`src/mfhp_pkg.sv`:
```
// ----------------------------------------------------------------------------
// mfhp_pkg
// Shared types, constants and helpers for the MAC frame header parser.
// ----------------------------------------------------------------------------
package mfhp_pkg;

    // Default depth of the header store (first bytes of a frame kept).
    localparam int HEADER_BYTES_DEF = 24;

    // Configuration register indexes.
    localparam int CFG_INDEX_W = 1;
    localparam logic [CFG_INDEX_W-1:0] CFG_SECURITY_ENABLED = 1'd0;
    localparam logic [CFG_INDEX_W-1:0] CFG_SECURITY_LEVEL   = 1'd1;
    localparam int CFG_DATA_W = 3;

    // Addressing mode codes (frame control byte 1 masked with MODE_MASK).
    localparam logic [7:0] MODE_MASK     = 8'hCC;
    localparam logic [7:0] MODE_SDST_LSRC = 8'hC8;
    localparam logic [7:0] MODE_LDST_LSRC = 8'hCC;
    localparam logic [7:0] MODE_SRC_ONLY  = 8'h80;
    localparam logic [7:0] MODE_SDST_SSRC = 8'h88;
    localparam logic [7:0] MODE_LDST_SSRC = 8'h8C;

    // Frame control byte 0 bits.
    localparam logic [7:0] FC0_INTRA_PAN = 8'h40;
    localparam logic [7:0] FC0_SECURITY  = 8'h08;
    localparam logic [7:0] FC0_TYPE_MASK = 8'h07;
    localparam logic [7:0] BCAST_BYTE    = 8'hFF;

    // Frame type codes in frame control byte 0.
    localparam logic [2:0] FT_BEACON  = 3'd0;
    localparam logic [2:0] FT_DATA    = 3'd1;
    localparam logic [2:0] FT_COMMAND = 3'd3;

    // Packet type codes on the result.
    localparam logic [1:0] PT_DATA    = 2'd0;
    localparam logic [1:0] PT_COMMAND = 2'd1;
    localparam logic [1:0] PT_BEACON  = 2'd2;

    // Bytes added to the payload offset of a secured frame, and the footer size.
    localparam logic [7:0] SEC_HDR_BYTES = 8'd5;
    localparam logic [7:0] FOOTER_BYTES  = 8'd4;

    // Result packing, lowest bit first.
    localparam int OUT_FIELDS_W = 118;
    localparam int OUT_TDATA_W  = 120;

    // Completed frame handed from the capture stage to the decoder.
    typedef struct packed {
        logic [7:0] frame_len;    // total bytes, LQI and RSSI included
        logic       bad_len;      // too long or shorter than two bytes
        logic [7:0] link_quality;
        logic [7:0] signal_strength;
    } frame_end_t;

    // Bytes stripped from the payload length for a given security level.
    function automatic logic [4:0] sec_trim(input logic [2:0] level);
        logic [4:0] t;
        case (level)
            3'd1:       t = 5'd5;
            3'd2, 3'd5: t = 5'd21;
            3'd3, 3'd6: t = 5'd13;
            3'd4, 3'd7: t = 5'd9;
            default:    t = 5'd0;
        endcase
        return t;
    endfunction

endpackage

```
`src/mfhp_capture.sv`:
```
// ----------------------------------------------------------------------------
// mfhp_capture
// Byte counter and header store; hands a finished frame to the decoder.
// ----------------------------------------------------------------------------
module mfhp_capture #(
    parameter int HEADER_BYTES = mfhp_pkg::HEADER_BYTES_DEF
) (
    input  logic                          aclk,
    input  logic                          aresetn,
    input  logic                          s_tvalid,
    output logic                          s_tready,
    input  logic [7:0]                    s_tdata,   // frame_byte
    input  logic                          s_tlast,   // last_byte
    output logic [HEADER_BYTES-1:0][7:0]  header,
    output logic                          end_valid,
    input  logic                          end_ready,
    output mfhp_pkg::frame_end_t          end_info
);
    import mfhp_pkg::*;

    localparam int IDX_W = $clog2(HEADER_BYTES);

    logic [7:0]                   count_reg, count_next;
    logic [7:0]                   prev_reg, prev_next;
    logic                         ovf_reg, ovf_next;
    logic                         end_valid_reg, end_valid_next;
    frame_end_t                   end_reg, end_next;
    logic [HEADER_BYTES-1:0][7:0] header_reg;
    logic                         s_acc;
    logic                         store_en;

    // The store may be overwritten only once the decoder has taken the frame.
    assign s_tready = !end_valid_reg || end_ready;
    assign s_acc    = s_tvalid && s_tready;
    assign store_en = s_acc && (count_reg < 8'(HEADER_BYTES));

    always_comb begin
        count_next     = count_reg;
        prev_next      = prev_reg;
        ovf_next       = ovf_reg;
        end_next       = end_reg;
        end_valid_next = end_valid_reg;
        if (end_ready) begin
            end_valid_next = 1'b0;
        end
        if (s_acc) begin
            if (s_tlast) begin
                end_next.frame_len       = count_reg + 8'd1;
                end_next.bad_len         = ovf_reg || (count_reg == 8'hFF)
                                           || (count_reg == 8'd0);
                end_next.link_quality    = prev_reg;
                end_next.signal_strength = s_tdata;
                end_valid_next           = 1'b1;
                count_next               = 8'd0;
                prev_next                = 8'd0;
                ovf_next                 = 1'b0;
            end else begin
                if (count_reg == 8'hFF) begin
                    ovf_next = 1'b1;
                end else begin
                    count_next = count_reg + 8'd1;
                end
                prev_next = s_tdata;
            end
        end
    end

    always_ff @(posedge aclk) begin
        if (!aresetn) begin
            count_reg     <= 8'd0;
            prev_reg      <= 8'd0;
            ovf_reg       <= 1'b0;
            end_valid_reg <= 1'b0;
        end else begin
            count_reg     <= count_next;
            prev_reg      <= prev_next;
            ovf_reg       <= ovf_next;
            end_valid_reg <= end_valid_next;
        end
    end

    always_ff @(posedge aclk) begin
        end_reg <= end_next;
        if (store_en) begin
            header_reg[count_reg[IDX_W-1:0]] <= s_tdata;
        end
    end

    assign header    = header_reg;
    assign end_valid = end_valid_reg;
    assign end_info  = end_reg;

`ifndef SYNTHESIS
    a_count_clears: assert property (@(posedge aclk) disable iff (!aresetn)
        s_acc && s_tlast |=> count_reg == 8'd0 && !ovf_reg && end_valid_reg)
        else $error("count not cleared after final byte");

    a_ovf_only_at_max: assert property (@(posedge aclk) disable iff (!aresetn)
        $rose(ovf_reg) |-> $past(count_reg) == 8'hFF)
        else $error("overflow flagged below full count");
`endif

endmodule

```
`src/mfhp_decode.sv`:
```
// ----------------------------------------------------------------------------
// mfhp_decode
// Decodes the stored header of a finished frame into the result register.
// ----------------------------------------------------------------------------
module mfhp_decode #(
    parameter int HEADER_BYTES = mfhp_pkg::HEADER_BYTES_DEF
) (
    input  logic                                  aclk,
    input  logic                                  aresetn,
    input  logic [HEADER_BYTES-1:0][7:0]          header,
    input  logic                                  end_valid,
    output logic                                  end_ready,
    input  mfhp_pkg::frame_end_t                  end_info,
    input  logic                                  sec_en,
    input  logic [2:0]                            sec_level,
    output logic                                  m_tvalid,
    input  logic                                  m_tready,
    output logic [mfhp_pkg::OUT_TDATA_W-1:0]      m_tdata
);
    import mfhp_pkg::*;

    logic [7:0]  fc0, mode;
    logic        intra, sec_bit, mode_ok, type_ok, is_short, bcast, too_short, keep;
    logic [15:0] pan;
    logic [63:0] addr;
    logic [4:0]  start, trim;
    logic [5:0]  need;
    logic [1:0]  ptype;
    logic [7:0]  offset, plen;
    logic [OUT_TDATA_W-1:0] data_next;
    logic [OUT_TDATA_W-1:0] data_reg;
    logic        valid_reg, valid_next;

    assign fc0     = header[0];
    assign mode    = header[1] & MODE_MASK;
    assign intra   = (fc0 & FC0_INTRA_PAN) != 8'd0;
    assign sec_bit = (fc0 & FC0_SECURITY) != 8'd0;

    always_comb begin
        mode_ok  = 1'b1;
        is_short = 1'b1;
        bcast    = 1'b0;
        pan      = {header[4], header[3]};
        addr     = 64'd0;
        start    = 5'd0;
        case (mode)
            MODE_SDST_LSRC: begin
                is_short = 1'b0;
                bcast    = (header[5] == BCAST_BYTE) && (header[6] == BCAST_BYTE);
                if (intra) begin
                    addr  = {header[14], header[13], header[12], header[11],
                             header[10], header[9], header[8], header[7]};
                    start = 5'd15;
                end else begin
                    pan   = {header[8], header[7]};
                    addr  = {header[16], header[15], header[14], header[13],
                             header[12], header[11], header[10], header[9]};
                    start = 5'd17;
                end
            end
            MODE_LDST_LSRC: begin
                is_short = 1'b0;
                if (intra) begin
                    addr  = {header[20], header[19], header[18], header[17],
                             header[16], header[15], header[14], header[13]};
                    start = 5'd21;
                end else begin
                    pan   = {header[14], header[13]};
                    addr  = {header[22], header[21], header[20], header[19],
                             header[18], header[17], header[16], header[15]};
                    start = 5'd23;
                end
            end
            MODE_SRC_ONLY: begin
                bcast = 1'b1;
                addr  = {48'd0, header[6], header[5]};
                start = 5'd7;
            end
            MODE_SDST_SSRC: begin
                bcast = (header[5] == BCAST_BYTE) && (header[6] == BCAST_BYTE);
                if (intra) begin
                    addr  = {48'd0, header[8], header[7]};
                    start = 5'd9;
                end else begin
                    pan   = {header[8], header[7]};
                    addr  = {48'd0, header[10], header[9]};
                    start = 5'd11;
                end
            end
            MODE_LDST_SSRC: begin
                if (intra) begin
                    addr  = {48'd0, header[14], header[13]};
                    start = 5'd15;
                end else begin
                    pan   = {header[14], header[13]};
                    addr  = {48'd0, header[16], header[15]};
                    start = 5'd17;
                end
            end
            default: begin
                mode_ok = 1'b0;
            end
        endcase
    end

    always_comb begin
        type_ok = 1'b1;
        case (fc0[2:0] & FC0_TYPE_MASK[2:0])
            FT_DATA:    ptype = PT_DATA;
            FT_COMMAND: ptype = PT_COMMAND;
            FT_BEACON:  ptype = PT_BEACON;
            default: begin
                ptype   = PT_DATA;
                type_ok = 1'b0;
            end
        endcase
    end

    assign trim      = sec_bit ? sec_trim(sec_level) : 5'd0;
    assign need      = 6'(start) + 6'(FOOTER_BYTES) + 6'(trim);
    assign too_short = end_info.frame_len < 8'(need);
    assign offset    = 8'(start) + (sec_bit ? SEC_HDR_BYTES : 8'd0);
    assign plen      = end_info.frame_len - 8'(start) - FOOTER_BYTES - 8'(trim);
    assign keep      = !end_info.bad_len && mode_ok && type_ok && !too_short
                       && !(sec_bit && !sec_en);

    always_comb begin
        data_next = '0;
        data_next[109:102] = end_info.link_quality;
        data_next[117:110] = end_info.signal_strength;
        if (keep) begin
            data_next[0]      = 1'b1;
            data_next[2:1]    = ptype;
            data_next[3]      = bcast;
            data_next[4]      = is_short;
            data_next[20:5]   = pan;
            data_next[84:21]  = addr;
            data_next[92:85]  = offset;
            data_next[100:93] = plen;
            data_next[101]    = sec_bit;
        end
    end

    // The result register frees itself as soon as the receiver takes it.
    assign end_ready = !valid_reg || m_tready;

    always_comb begin
        valid_next = valid_reg;
        if (end_ready) begin
            valid_next = end_valid;
        end
    end

    always_ff @(posedge aclk) begin
        if (!aresetn) begin
            valid_reg <= 1'b0;
        end else begin
            valid_reg <= valid_next;
        end
    end

    always_ff @(posedge aclk) begin
        if (end_ready && end_valid) begin
            data_reg <= data_next;
        end
    end

    assign m_tvalid = valid_reg;
    assign m_tdata  = data_reg;

`ifndef SYNTHESIS
    a_discard_zero: assert property (@(posedge aclk) disable iff (!aresetn)
        m_tvalid && !m_tdata[0] |-> m_tdata[101:1] == '0)
        else $error("discarded frame carries nonzero fields");

    a_offset_min: assert property (@(posedge aclk) disable iff (!aresetn)
        m_tvalid && m_tdata[0] |-> m_tdata[92:85] >= 8'd7)
        else $error("kept frame with impossible payload offset");
`endif

endmodule

```
`src/mac_frame_header_parser_core.sv`:
```
// ----------------------------------------------------------------------------
// mac_frame_header_parser_core
// 802.15.4 MAC header parser: one result transaction per received frame.
// ----------------------------------------------------------------------------
// Usage:
// The s_ channel carries one frame byte per transaction, frame control first;
// s_tlast marks the final byte (RSSI), the byte before it being LQI.
// The m_ channel carries one result transaction per frame: kept or discarded,
// type, broadcast, source PAN id and address, payload offset and length,
// security flag, LQI and RSSI.
// Throughput is one byte per cycle while s_tready is high. After the final
// byte is accepted, the frame-end register in the capture stage is loaded,
// then the header decode writes the result register.
// While the result waits, bytes of the next frame are still taken; only when
// a second finished frame is waiting behind a stalled result does s_tready
// drop, so that the header store is not overwritten before it is decoded.
// Reset clears the byte count, the valid flags and both configuration
// registers; the header store keeps its contents and is only read at
// positions the current frame has written.
// Configuration (cfg_we, cfg_index, cfg_wdata) must be written only while idle; the block does not enforce this.
// ----------------------------------------------------------------------------
module mac_frame_header_parser_core #(
    parameter int HEADER_BYTES = mfhp_pkg::HEADER_BYTES_DEF
) (
    input  logic                                  aclk,
    input  logic                                  aresetn,
    input  logic                                  cfg_we,
    input  logic [mfhp_pkg::CFG_INDEX_W-1:0]      cfg_index,
    input  logic [mfhp_pkg::CFG_DATA_W-1:0]       cfg_wdata,
    input  logic                                  s_tvalid,
    output logic                                  s_tready,
    input  logic [7:0]                            s_tdata,   // frame_byte
    input  logic                                  s_tlast,   // last_byte
    output logic                                  m_tvalid,
    input  logic                                  m_tready,
    // accepted, packet_type, broadcast, source_is_short, source_pan_id,
    // source_address, payload_offset, payload_length, secured,
    // link_quality, signal_strength, zero padding
    output logic [mfhp_pkg::OUT_TDATA_W-1:0]      m_tdata
);
    import mfhp_pkg::*;

    logic                         sec_en_reg, sec_en_next;
    logic [2:0]                   sec_level_reg, sec_level_next;
    logic [HEADER_BYTES-1:0][7:0] header;
    logic                         end_valid, end_ready;
    frame_end_t                   end_info;

    always_comb begin
        sec_en_next    = sec_en_reg;
        sec_level_next = sec_level_reg;
        if (cfg_we) begin
            case (cfg_index)
                CFG_SECURITY_ENABLED: sec_en_next    = cfg_wdata[0];
                CFG_SECURITY_LEVEL:   sec_level_next = cfg_wdata[2:0];
                default: ;
            endcase
        end
    end

    always_ff @(posedge aclk) begin
        if (!aresetn) begin
            sec_en_reg    <= 1'b0;
            sec_level_reg <= 3'd0;
        end else begin
            sec_en_reg    <= sec_en_next;
            sec_level_reg <= sec_level_next;
        end
    end

    mfhp_capture #(
        .HEADER_BYTES(HEADER_BYTES)
    ) u_capture (
        .aclk      (aclk),
        .aresetn   (aresetn),
        .s_tvalid  (s_tvalid),
        .s_tready  (s_tready),
        .s_tdata   (s_tdata),
        .s_tlast   (s_tlast),
        .header    (header),
        .end_valid (end_valid),
        .end_ready (end_ready),
        .end_info  (end_info)
    );

    mfhp_decode #(
        .HEADER_BYTES(HEADER_BYTES)
    ) u_decode (
        .aclk      (aclk),
        .aresetn   (aresetn),
        .header    (header),
        .end_valid (end_valid),
        .end_ready (end_ready),
        .end_info  (end_info),
        .sec_en    (sec_en_reg),
        .sec_level (sec_level_reg),
        .m_tvalid  (m_tvalid),
        .m_tready  (m_tready),
        .m_tdata   (m_tdata)
    );

`ifndef SYNTHESIS
    a_stall_cause: assert property (@(posedge aclk) disable iff (!aresetn)
        !s_tready |-> m_tvalid && !m_tready && end_valid)
        else $error("input stalled without a blocked result");
`endif

endmodule

```
`config.mk`:
```
export PLATFORM = sky130hd
export DESIGN_NAME = mac_frame_header_parser_core
export DESIGN_NICKNAME = d
export VERILOG_FILES = /design/src/mfhp_pkg.sv /design/src/mfhp_capture.sv /design/src/mfhp_decode.sv /design/src/mac_frame_header_parser_core.sv
export SDC_FILE = /design/constraint.sdc
export NUM_CORES = 1
export LEC_CHECK = 0
export ABC_AREA = 1
export BUFFER_PORTS_ARGS = -buffer_cell sky130_fd_sc_hd__buf_2
export CAP_MARGIN = 20
export CORE_MARGIN = 2
export CORE_UTILIZATION = 30
export CTS_BUF_LIST = sky130_fd_sc_hd__clkbuf_4 sky130_fd_sc_hd__clkbuf_8
export DETAILED_ROUTE_END_ITERATION = 16
export PLACE_DENSITY_LB_ADDON = 0.1
export SETUP_SLACK_MARGIN = 0.1
export SYNTH_ARGS = -nofsm -noshare
export SYNTH_HDL_FRONTEND = slang
export SYNTH_SLANG_ARGS = --single-unit
```
`constraint.sdc`:
```
create_clock -name aclk -period 9.25 [get_ports aclk]
set_input_delay 0.925 -clock aclk [delete_from_list [all_inputs] [get_ports aclk]]
set_output_delay 0.925 -clock aclk [all_outputs]
set_load 0.05 [all_outputs]
```
Word-level counts from Yosys, hierarchy flattened

Index checks and enable logic that the tools add are counted.

Add/subtract/negate cells: 7
Equality and inequality tests: 18
$mul: 0
Shift operators: 0
Order comparisons: 4
Divide/modulo/power cells: 0
Bitwise operators: 1
Reductions and logical operators: 37
Mux-type cells: 32

Operators by type and width:

| kind                  | number |
|---|---|
| $pmux W64 S5          | 1 |
| $bwmux W192           | 1 |
| $mux W64              | 2 |
| $mux W16              | 4 |
| $demux W8 S5          | 1 |
| $pmux W5 S4           | 2 |
| $mux W8               | 4 |
| $pmux W16 S2          | 1 |
| $eq A8 B8 Y1 const B  | 3 |
| $eq A4 B4 Y1 const B  | 5 |
| $sub A8 B5 Y8         | 2 |
| $reduce_or A2 Y1      | 7 |
| $eq A3 B3 Y1 const B  | 4 |
| $logic_and A1 B1 Y1   | 10 |
| $mux W5               | 2 |
| $reduce_and A2 Y1     | 5 |
| $eq A3 B2 Y1 const B  | 3 |
| $mux W1               | 9 |
| $add A8 B1 Y8 const B | 1 |
| $logic_not A8 Y1      | 1 |
| $lt A8 B5 Y1 const B  | 1 |
| $lt A8 B6 Y1          | 1 |
| $sub A8 B3 Y8 const B | 1 |
| $add A5 B3 Y6         | 1 |
| 17 further kinds      | 27 |

Bits in latches: 0
RAM bits: 0
Memories kept: 0
Logic and storage cells: 136
Bits in registers: 358
Input bits: 18
Output and inout bits: 122
Memory bits (read-only): 0

Depth between registers and ports, before layout

Gate-level depths: netlist of the first run.

Word-level depth: 10
Gate-level depth with buffers: 22
Gate-level depth less buffers: 20

Hierarchy

A second synthesis of the first run with hierarchy kept.

Cell total of the unflattened synthesis: 1,365
Area total of the unflattened synthesis: 15,522.4 um2

By module, submodules not included:

| module                       | area each (um2) | instances | cells each | seq. area each (um2) |
|---|---|---|---|---|
| mfhp_decode                  | 7,704.9         | 1         | 957        | 3,503.4 |
| mfhp_capture                 | 7,664.9         | 1         | 388        | 6,876.6 |
| mac_frame_header_parser_core | 152.6           | 1         | 20         | 80.1 |

Worst setup path after synthesis of the first run

No wires, ideal clock.

Kind: input port to flip-flop
From: input m_tready
To: register u_decode.data_reg[0] (netlist: u_decode.m_tdata[0]), enable pin
Setup slack: 2.068 ns
Cell stages on the path: 2
Arrival: 6.553 ns
Required time: 8.622 ns
Setup time: 0.628 ns
Path buffers: 0
Path through: inv_1 > a21oi_1

Longest elaborated chain between the ends: 2

Ends and longest elaborated chain:

| what                 | line                               | text |
|---|---|---|
| start, declared      | mac_frame_header_parser_core.sv:35 | `input logic m_tready,` |
| $logic_or A1 B1 Y1   | mfhp_decode.sv:145                 | `assign end_ready = !valid_reg \|\| m_tready;` |
| $logic_and A1 B1 Y1  | mfhp_decode.sv:163                 | `if (end_ready && end_valid) begin` |
| end signal, assigned | mfhp_decode.sv:164                 | `data_reg <= data_next;` |
| end, declared        | mfhp_decode.sv:31                  | `logic [OUT_TDATA_W-1:0] data_reg;` |

No other way between the ends.
A chain may end at the register's enable or synchronous reset.

Worst setup path in the final report of the first run

From: register u_capture.header_reg, in the netlist u_capture.header[6]
To: register u_decode.data_reg[56] (netlist: u_decode.m_tdata[56]), data pin

Longest elaborated chain between the ends: 8
Elaborated cells on any way between the ends: 13

Ends and longest elaborated chain:

| what                                      | line               | text |
|---|---|---|
| start, declared                           | mfhp_capture.sv:28 | `logic [HEADER_BYTES-1:0][7:0] header_reg;` |
| start signal, assigned by index           | mfhp_capture.sv:85 | `header_reg[count_reg[IDX_W-1:0]] <= s_tdata;` |
| $mux W5 / $mux W2 (equally long branches) | --                 |  |
| $pmux W5 S4                               | mfhp_decode.sv:46  | `case (mode)` |
| $add A5 B3 Y6                             | mfhp_decode.sv:120 | `assign need = 6'(start) + 6'(FOOTER_BYTES) + 6'(trim);` |
| $add A6 B5 Y6                             | mfhp_decode.sv:120 |  |
| $lt A8 B6 Y1                              | mfhp_decode.sv:121 | `assign too_short = end_info.frame_len < 8'(need);` |
| $logic_not A1 Y1                          | mfhp_decode.sv:124 | `assign keep = !end_info.bad_len && mode_ok && type_ok && !too_short` |
| $logic_and A1 B1 Y1                       | mfhp_decode.sv:124 |  |
| $logic_and A1 B1 Y1                       | mfhp_decode.sv:125 | `&& !(sec_bit && !sec_en);` |

Parallel ways exist; a longest one is shown, timed or not.

==> results of run 1 <==
==> stage by stage <==
stage | area, um2 | utilization | cells | hold slack (ns) | setup slack (ns)
after floorplan | 14400 | - | 1296 | 0.400 | 2.07
after global placement | 15700 | 0.330 | 1995 | 0.402 | 4.22
after detailed placement | 15700 | 0.330 | 1995 | 0.405 | 4.08
after CTS | 16800 | 0.354 | 2100 | 0.413 | 4.03
after global routing | 16800 | 0.354 | 2101 | 0.415 | 3.55
final | 16800 | 0.354 | 2101 | 0.416 | 4.13
==> power by group <==
group	total [W]	internal, W	switching (W)	leakage, nW
clock network	0.00134	0.000723	0.000619	0.608
logic	0.000211	0.0000486	0.000162	2.73
registers	0.00167	0.00166	0.0000101	3.14
==> placed cells by master, fill, tap and decap left out, types with 2 or more instances in the layout <==
master,count
sky130_fd_sc_hd__a221oi_1,21
sky130_fd_sc_hd__conb_1,5
sky130_fd_sc_hd__o21a_1,10
sky130_fd_sc_hd__inv_2,6
sky130_fd_sc_hd__a22o_1,3
sky130_fd_sc_hd__nand4_1,4
sky130_fd_sc_hd__o32a_1,16
sky130_fd_sc_hd__xnor2_1,3
sky130_fd_sc_hd__or2_2,3
sky130_fd_sc_hd__clkbuf_4,29
sky130_fd_sc_hd__fa_1,5
sky130_fd_sc_hd__clkinv_2,4
sky130_fd_sc_hd__ha_1,29
sky130_fd_sc_hd__dfxtp_1,23
sky130_fd_sc_hd__edfxtp_1,310
sky130_fd_sc_hd__a21oi_1,82
sky130_fd_sc_hd__inv_1,103
sky130_fd_sc_hd__nor2_2,2
sky130_fd_sc_hd__clkinv_1,11
sky130_fd_sc_hd__buf_2,135
sky130_fd_sc_hd__nand2_1,294
sky130_fd_sc_hd__o21ai_0,78
sky130_fd_sc_hd__buf_4,9
sky130_fd_sc_hd__xor2_1,4
sky130_fd_sc_hd__nor2_1,177
sky130_fd_sc_hd__clkbuf_8,61
sky130_fd_sc_hd__o211ai_1,16
sky130_fd_sc_hd__nor3_1,16
sky130_fd_sc_hd__nand3_1,13
==> Yosys cell counts, types with 5 or more instances <==
| cell | n | share of area |
|---|---|---|
| sky130_fd_sc_hd__nand2_1 | 294 | 0.077 |
| sky130_fd_sc_hd__o32a_1 | 16 | 0.011 |
| sky130_fd_sc_hd__buf_6 | 5 | 0.0039 |
| sky130_fd_sc_hd__o211ai_1 | 16 | 0.0083 |
| sky130_fd_sc_hd__fa_1 | 5 | 0.0070 |
| sky130_fd_sc_hd__inv_1 | 104 | 0.027 |
| sky130_fd_sc_hd__o21a_1 | 10 | 0.0052 |
| sky130_fd_sc_hd__nor3_1 | 16 | 0.0056 |
| sky130_fd_sc_hd__a21oi_1 | 83 | 0.029 |
| sky130_fd_sc_hd__ha_1 | 29 | 0.025 |
| sky130_fd_sc_hd__buf_2 | 5 | 0.0017 |
| sky130_fd_sc_hd__o21ai_0 | 78 | 0.027 |
| sky130_fd_sc_hd__clkbuf_1 | 43 | 0.011 |
| sky130_fd_sc_hd__inv_2 | 5 | 0.0013 |
| sky130_fd_sc_hd__edfxtp_1 | 310 | 0.65 |
| sky130_fd_sc_hd__nand3_1 | 13 | 0.0045 |
| sky130_fd_sc_hd__dfxtp_1 | 23 | 0.032 |
| sky130_fd_sc_hd__nor2_1 | 179 | 0.047 |
| sky130_fd_sc_hd__a221oi_1 | 21 | 0.013 |
==> final cells by class <==
cell class	instances	share of cell area
tap	615	0.0458
clock inverter	15	0.00432
sequential	333	0.581
clock buffer	90	0.0629
antenna	1	0.000149
timing repair buffer	145	0.0454
multi-input combinational	791	0.236
inverter	111	0.0248
==> how the worst max path moves through the flow <==
stage / from / slack, ns / depth (start not counted) / end
final: u_capture.header[6] / 4.13 / 19 / u_decode.m_tdata[56]
after global routing: u_capture.header[6] / 3.55 / 19 / u_decode.m_tdata[56]
after CTS: u_capture.header[6] / 4.03 / 19 / u_decode.m_tdata[56]
after global placement: u_capture.header[6] / 4.22 / 19 / u_decode.m_tdata[4]
after detailed placement: u_capture.header[6] / 4.08 / 19 / u_decode.m_tdata[56]
after floorplan: m_tready / 2.07 / 2 / u_decode.m_tdata[0]
==> worst max-delay path: cells and delay by family, from the launching register on <==
family          cells  cell delay [ns]
buf+inv             8             1.90
compound gates      4             1.27
fa+ha+maj           3             0.93
flops               1             0.37
simple gates        3             0.19
xor+xnor            1             0.13
==> cell families (layout without fill, tap and decap cells) <==
kind of cell	Yosys count	count (layout)	synth area share
AO/OA/AOI/OAI	232	232	0.0977
buffers and inverters	172	361	0.0489
adder cells (fa/ha/maj)	34	34	0.0321
other	1	6	0.000260
XOR/XNOR	7	7	0.00426
AND/OR/NAND/NOR	513	513	0.138
flip-flops	333	333	0.678
==> layer usage <==
metal / part of all wire / routed length (um) / vias to the layer above
li1: - / - / 4766
met5: 0 / 0 / -
met2: 0.43 / 18900 / 313
met4: 0.019 / 814 / 0
met3: 0.060 / 2650 / 53
met1: 0.49 / 21500 / 4789
==> PnR_summary.wiki, run 1 <==
{| class="wikitable"
! Metric !! Value
|-
| Result of the run || finished clean
|-
| Met3 track utilization from global routing || 0.0333
|-
| HP Start || u_capture.end_info[10]
|-
| Maximum buffer depth of the clock tree || 3
|-
| Die footprint || 49800 um2
|-
| Element type at the critical path start || register
|-
| Max FFs per register || 169
|-
| Category of the critical setup timing path || reg2reg
|-
| Max-slew violation count || 0
|-
| Sequential area share after synthesis || 0.678
|-
| Clock latency reported for the late side of the worst-skew pair || 0.67 ns
|-
| Share of cells above drive strength 1 || 0.174
|-
| Number of nets in the layout || 1493
|-
| Number of port buffers || 135
|-
| Count of yosys warnings during synthesis || 0
|-
| Netlist Area Pre-Place || 14400 um2
|-
| Achievable Freq || 195 MHz
|-
| Clock skew || 0.0292 ns
|-
| Routed Wire Length || 43800 um
|-
| Max Fanout on Critical Path || 195
|-
| Max stage delay on crit path || 0.56 ns
|-
| Critical path capture point type || register
|-
| Final setup violation count || 0
|-
| End point of the most critical hold path || u_decode.m_tdata[104]
|-
| Layer carrying the most global-route usage || met1
|-
| PwrDens || 192 nW/um2
|-
| Post-layout minimum cycle time || 5.12 ns
|-
| Total area of multi-input combinational cells || 3960 um2
|-
| Filler instances || 4751
|-
| Met2 track utilization from global routing || 0.259
|-
| Die span in x || 223 um
|-
| First-pass GRT wire length || 64200 um
|-
| Starting density of the core || 0.303
|-
| Yosys reg bits || 333
|-
| Htree depth || 2
|-
| Transition time at the pin with the least slew margin || 0.990 ns
|-
| Core Region || 47500 um2
|-
| Final Power || 0.00323 W
|-
| Layout overhead on the synthesized area || 16.8%
|-
| Number of cells produced by synthesis || 1292
|-
| Path type of the worst min-delay path || reg2reg
|-
| Post-synthesis cell type count || 37
|-
| Number of hold-repair buffers added at the cts stage || 0
|-
| Crit Reg-Reg Startpoint || u_capture.header[6]
|-
| Sequential cell area || 9770 um2
|-
| CTS Root Buffer Type || sky130_fd_sc_hd__clkbuf_8
|-
| Number of antenna violations at the first check in global routing || 1
|-
| Setup Fix Bufs, Post-CTS || 0
|-
| Vias per cell || 4.72
|-
| Worst path required time || 9.74 ns
|-
| Global routing usage summed across all routing layers || 0.177
|-
| # Max-Cap Violations || 0
|-
| Largest net degree at the start of global routing || 196
|-
| Clock tree from TritonCTS || done
|-
| Number of buffers created by CTS || 59
|-
| Number of resized instances in the post-cts repair step || 0
|-
| Cell Rows || 80
|-
| Remaining global-route overflow || 0
|-
| Path depth of the worst reg2reg path || 19
|-
| Number of enable-type register cells in the synthesized netlist || 310
|-
| Starting DRC count in detailed routing || 756
|-
| Worst reg-to-reg setup slack || 4.13 ns
|-
| Clock transition at path regs || 0.06 ns
|-
| Critical path arrival || 5.61 ns
|-
| Syn_area_per_cell || 11.1 um2
|-
| Met1 routing resource usage after global routing || 0.267
|-
| Number of antenna-violating nets in the routed design || 0
|-
| Total via count after detailed routing || 9921
|-
| Cell-by-cell trace of the critical path || buf_12 -> inv_2 -> buf_4 -> a21oi_1 -> inv_1 -> ha_1 -> inv_1 -> ha_1 -> a21oi_1 -> nand2_1 -> xnor2_1 -> ha_1 -> nand2_1 -> inv_1 -> nand2_1 -> a21oi_2 -> inv_2 -> buf_4 -> a21oi_1
|-
| Total clock sinks || 333
|-
| Vertical die dimension || 223 um
|-
| Share of the clock period used by the worst path after layout || 0.553
|-
| Count of TritonRoute iterations in the first routing pass || 5
|-
| CP max stage cell || sky130_fd_sc_hd__a21oi_2
|-
| Count of pins on the block boundary || 140
|-
| Count of unresolved DRC violations after routing || 0
|-
| Asr flop ratio synth || 0
|-
| Unrepaired setup endpoints after global routing || false
|-
| Destination of the worst register-to-register timing path || u_decode.m_tdata[56]
|-
| Worst vdd rail ir drop || 0.0000842 V
|-
| Hpwl dp || 29300 um
|-
| Hold Path Cell Cnt || 0
|-
| Routability congestion estimate || 0.778
|-
| Final Hold Violating Endpoints || 0
|-
| Setup Total Neg Slack || 0 ns
|-
| Primary flip-flop cell chosen by synthesis mapping || sky130_fd_sc_hd__edfxtp_1
|-
| Routed wire per std cell || 20.9 um
|-
| LEAKAGE || 6.48 nW
|-
| Remaining max-slew budget at the tightest pin || 0.338
|-
| Via count of the first global-routing pass || 9602
|}
Note: power is estimated with default switching activity, not from simulation.
==> run 2, diff against run 1 <==
- clock period: 9.25 -> 4.3 ns (I/O delays scaled with it)
==> run 2 against run 1 <==
First-iteration DRC count rose by 7.8%. Routed wire length rose by 0.70%. Worst hold slack got worse by 0.34 ns. Die area did not move. Register-to-register slack got worse by 3.5 ns. Largest cell class unchanged. Final cell count rose by 0.33%. Non-clock buffer count rose by 13. Combinational power rose by 120%.
==> PnR_summary.wiki, run 2 (same netlist as run 1, synthesis figures left out) <==
{| class="wikitable"
! Metric !! Value
|-
| Top layer reached by signal wires || met4
|-
| CTS Root Buffer Type || sky130_fd_sc_hd__clkbuf_8
|-
| Number of port buffers || 135 (unchanged)
|-
| Path depth of the worst reg2reg path || 20 (+1)
|-
| LEAKAGE || 6.51 nW (+0.46%)
|-
| Number of resized instances in the post-cts repair step || 0 (unchanged)
|-
| Routability congestion estimate || 0.787 (+1.2%)
|-
| Die footprint || 49800 um2 (unchanged)
|-
| Count of TritonRoute iterations in the first routing pass || 5 (unchanged)
|-
| Global routing usage summed across all routing layers || 0.178 (+0.000816)
|-
| Path type of the worst min-delay path || in2reg
|-
| Hpwl dp || 29400 um (+0.51%)
|-
| Element type at the critical path start || register
|-
| Achievable Freq || 272 MHz (+39%)
|-
| Setup Total Neg Slack || 0 ns (unchanged)
|-
| Number of nets in the layout || 1504 (+0.74%)
|-
| Unrepaired setup endpoints after global routing || false
|-
| # Max-Cap Violations || 0 (unchanged)
|-
| PwrDens || 405 nW/um2 (+110%)
|-
| Count of unresolved DRC violations after routing || 0 (unchanged)
|-
| Critical path capture point type || register
|-
| Clock skew || 0.0255 ns (-0.00367 ns)
|-
| Filler instances || 4854 (+2.2%)
|-
| Most frequent cells in the layout || sky130_fd_sc_hd__edfxtp_1 (310), sky130_fd_sc_hd__nand2_1 (294), sky130_fd_sc_hd__nor2_1 (177), sky130_fd_sc_hd__buf_2 (135), sky130_fd_sc_hd__inv_1 (103)
|-
| Final Hold Violating Endpoints || 0 (unchanged)
|-
| Total clock sinks || 333 (unchanged)
|-
| Max Fanout on Critical Path || 52 (-73%)
|-
| Routed wire per std cell || 20.9 um (+0.37%)
|-
| Worst path required time || 4.68 ns (-5.06 ns)
|-
| Count of pins on the block boundary || 140 (unchanged)
|-
| Total area of multi-input combinational cells || 3960 um2 (unchanged)
|-
| Share of the clock period used by the worst path after layout || 0.855 (+0.302)
|-
| HP Start || cfg_wdata[0]
|-
| Max-slew violation count || 0 (unchanged)
|-
| Wire length on met1 || 21900 um (+1.7%)
|-
| Result of the run || finished clean
|-
| Worst vdd rail ir drop || 0.000189 V (+120%)
|-
| Hold Path Cell Cnt || 3 (+3)
|-
| Destination of the worst register-to-register timing path || u_decode.m_tdata[37]
|-
| Post-placement worst setup slack || 0.612 ns (-3.46 ns)
|-
| Final Power || 0.00682 W (+110%)
|-
| Remaining max-slew budget at the tightest pin || 0.385 (+0.0469)
|-
| Sequential cell area || 9770 um2 (unchanged)
|-
| Post-layout minimum cycle time || 3.68 ns (-1.44 ns)
|-
| Routed Wire Length || 44200 um (+0.70%)
|-
| Number of buffers created by CTS || 57 (-3.4%)
|-
| Post-route setup slack || 0.622 ns (-3.51 ns)
|-
| Transition time at the pin with the least slew margin || 0.920 ns (-0.0701 ns)
|-
| Critical path arrival || 4.06 ns (-1.55 ns)
|-
| Starting density of the core || 0.303 (unchanged)
|-
| First-pass GRT wire length || 64700 um (+0.75%)
|-
| Number of antenna-violating nets in the routed design || 0 (unchanged)
|-
| Starting DRC count in detailed routing || 815 (+7.8%)
|-
| Htree depth || 2 (unchanged)
|-
| Die span in x || 223 um (unchanged)
|-
| Crit Reg-Reg Startpoint || u_capture.header[11]
|-
| Clock latency reported for the late side of the worst-skew pair || 0.66 ns (about the same)
|-
| Largest net degree at the start of global routing || 73 (-63%)
|-
| Layout overhead on the synthesized area || 17.0%
|-
| Total via count after detailed routing || 9965 (+0.44%)
|-
| Remaining global-route overflow || 0 (unchanged)
|-
| Leading cell type in the layout, fill and taps excluded || sky130_fd_sc_hd__edfxtp_1
|-
| End point of the most critical hold path || sec_level_reg[0]
|-
| Worst reg-to-reg setup slack || 0.62 ns (-3.51 ns)
|-
| DR WL met2 || 18900 um (about the same)
|-
| Number of antenna violations at the first check in global routing || 1 (unchanged)
|-
| Vertical die dimension || 223 um (unchanged)
|-
| Via count of the first global-routing pass || 9802 (+2.1%)
|-
| Vias per cell || 4.73 (+0.11%)
|-
| Final setup violation count || 0 (unchanged)
|-
| Met3 wire length || 2380 um (-10%)
|-
| Clock tree from TritonCTS || done
|-
| Cell Rows || 80 (unchanged)
|-
| Max FFs per register || 169 (unchanged)
|-
| Number of placed instances with taps included || 2007 (+0.60%)
|-
| Maximum buffer depth of the clock tree || 3 (unchanged)
|-
| Final Non-Filler Cells || 2108 (+0.33%)
|-
| Core Region || 47500 um2 (unchanged)
|-
| Clock transition at path regs || 0.06 ns (about the same)
|-
| Share of cells above drive strength 1 || 0.176 (+0.00187)
|-
| Category of the critical setup timing path || reg2reg
|}
run 2: cell types whose count changed in the layout (fill, tap and decap cells not counted):
| cell | change |
|---|---|
| sky130_fd_sc_hd__buf_12 | +1 |
| sky130_fd_sc_hd__buf_4 | +11 |
| sky130_fd_sc_hd__clkbuf_4 | -5 |
| sky130_fd_sc_hd__clkbuf_8 | -3 |
| sky130_fd_sc_hd__clkinv_1 | +2 |
| sky130_fd_sc_hd__clkinv_2 | +1 |
| sky130_fd_sc_hd__clkinvlp_4 | -1 |
| sky130_fd_sc_hd__dlygate4sd3_1 | +1 |
| sky130_fd_sc_hd__inv_6 | +1 |
| sky130_fd_sc_hd__inv_8 | -1 |
run 2: worst max-delay path by stage:
stage	start	end	slack [ns]	depth (start not counted)
2_1_floorplan	u_capture.header[6]	u_decode.m_tdata[3]	0.93	19
5_1_grt	u_capture.header[14]	u_decode.m_tdata[6]	0.33	20
3_5_place_dp	u_capture.header[11]	u_decode.m_tdata[6]	0.61	20
6_report	u_capture.header[11]	u_decode.m_tdata[37]	0.62	20
3_3_place_gp	u_capture.header[11]	u_decode.m_tdata[9]	0.67	20
4_1_cts	u_capture.header[11]	u_decode.m_tdata[6]	0.60	20
run 2: through the flow:
stage	utilization	hold slack, ns	area, um2
after floorplan	-	0.400	14400
after global placement	0.332	0.402	15800
after detailed placement	0.332	0.406	15800
after CTS	0.354	0.0175	16800
after global routing	0.354	0.0383	16900
final	0.354	0.0712	16900
run 2: layer usage:
layer / track usage / vias to the layer above
li1: - / 4785
met1: 0.263 / 4824
met2: 0.264 / 289
met3: 0.0320 / 67
met4: 0.0520 / 0
met5: 0 / -
run 2: critical path, stage by stage (launching register included):
cell                       delay, ns
sky130_fd_sc_hd__edfxtp_1       0.42
sky130_fd_sc_hd__nand2_1        0.17
sky130_fd_sc_hd__inv_2          0.05
sky130_fd_sc_hd__nand2_1        0.08
sky130_fd_sc_hd__nand2_1        0.07
sky130_fd_sc_hd__a21oi_1        0.17
sky130_fd_sc_hd__inv_1          0.06
sky130_fd_sc_hd__ha_1           0.29
sky130_fd_sc_hd__inv_1          0.07
sky130_fd_sc_hd__ha_1           0.33
sky130_fd_sc_hd__a21oi_1        0.13
sky130_fd_sc_hd__nand2_1        0.07
sky130_fd_sc_hd__xnor2_1        0.13
sky130_fd_sc_hd__ha_1           0.30
sky130_fd_sc_hd__nand2_1        0.07
sky130_fd_sc_hd__nand2_1        0.05
sky130_fd_sc_hd__inv_1          0.07
sky130_fd_sc_hd__a21oi_2        0.06
sky130_fd_sc_hd__inv_2          0.31
sky130_fd_sc_hd__buf_12         0.28
sky130_fd_sc_hd__nor2_1         0.09
run 2: what timing repair did:
action | 4_1_cts | 5_1_grt
hold buffers | 1 | 0
buffers inserted | 0 | 0
hold endpoints to repair | 1 | 0
run 2: power by group:
part,total (W),switching [W],internal [W]
sequential,0.00360,0.0000221,0.00358
combinational,0.000456,0.000348,0.000108
clock,0.00276,0.00132,0.00145
run 2: final cells by class:
cell class,count,area share
tap,615,0.0457
sequential,333,0.580
clock buffer,82,0.0581
timing repair buffer,158,0.0520
antenna,1,0.000148
clock inverter,17,0.00445
multi-input combinational,791,0.235
inverter,111,0.0247
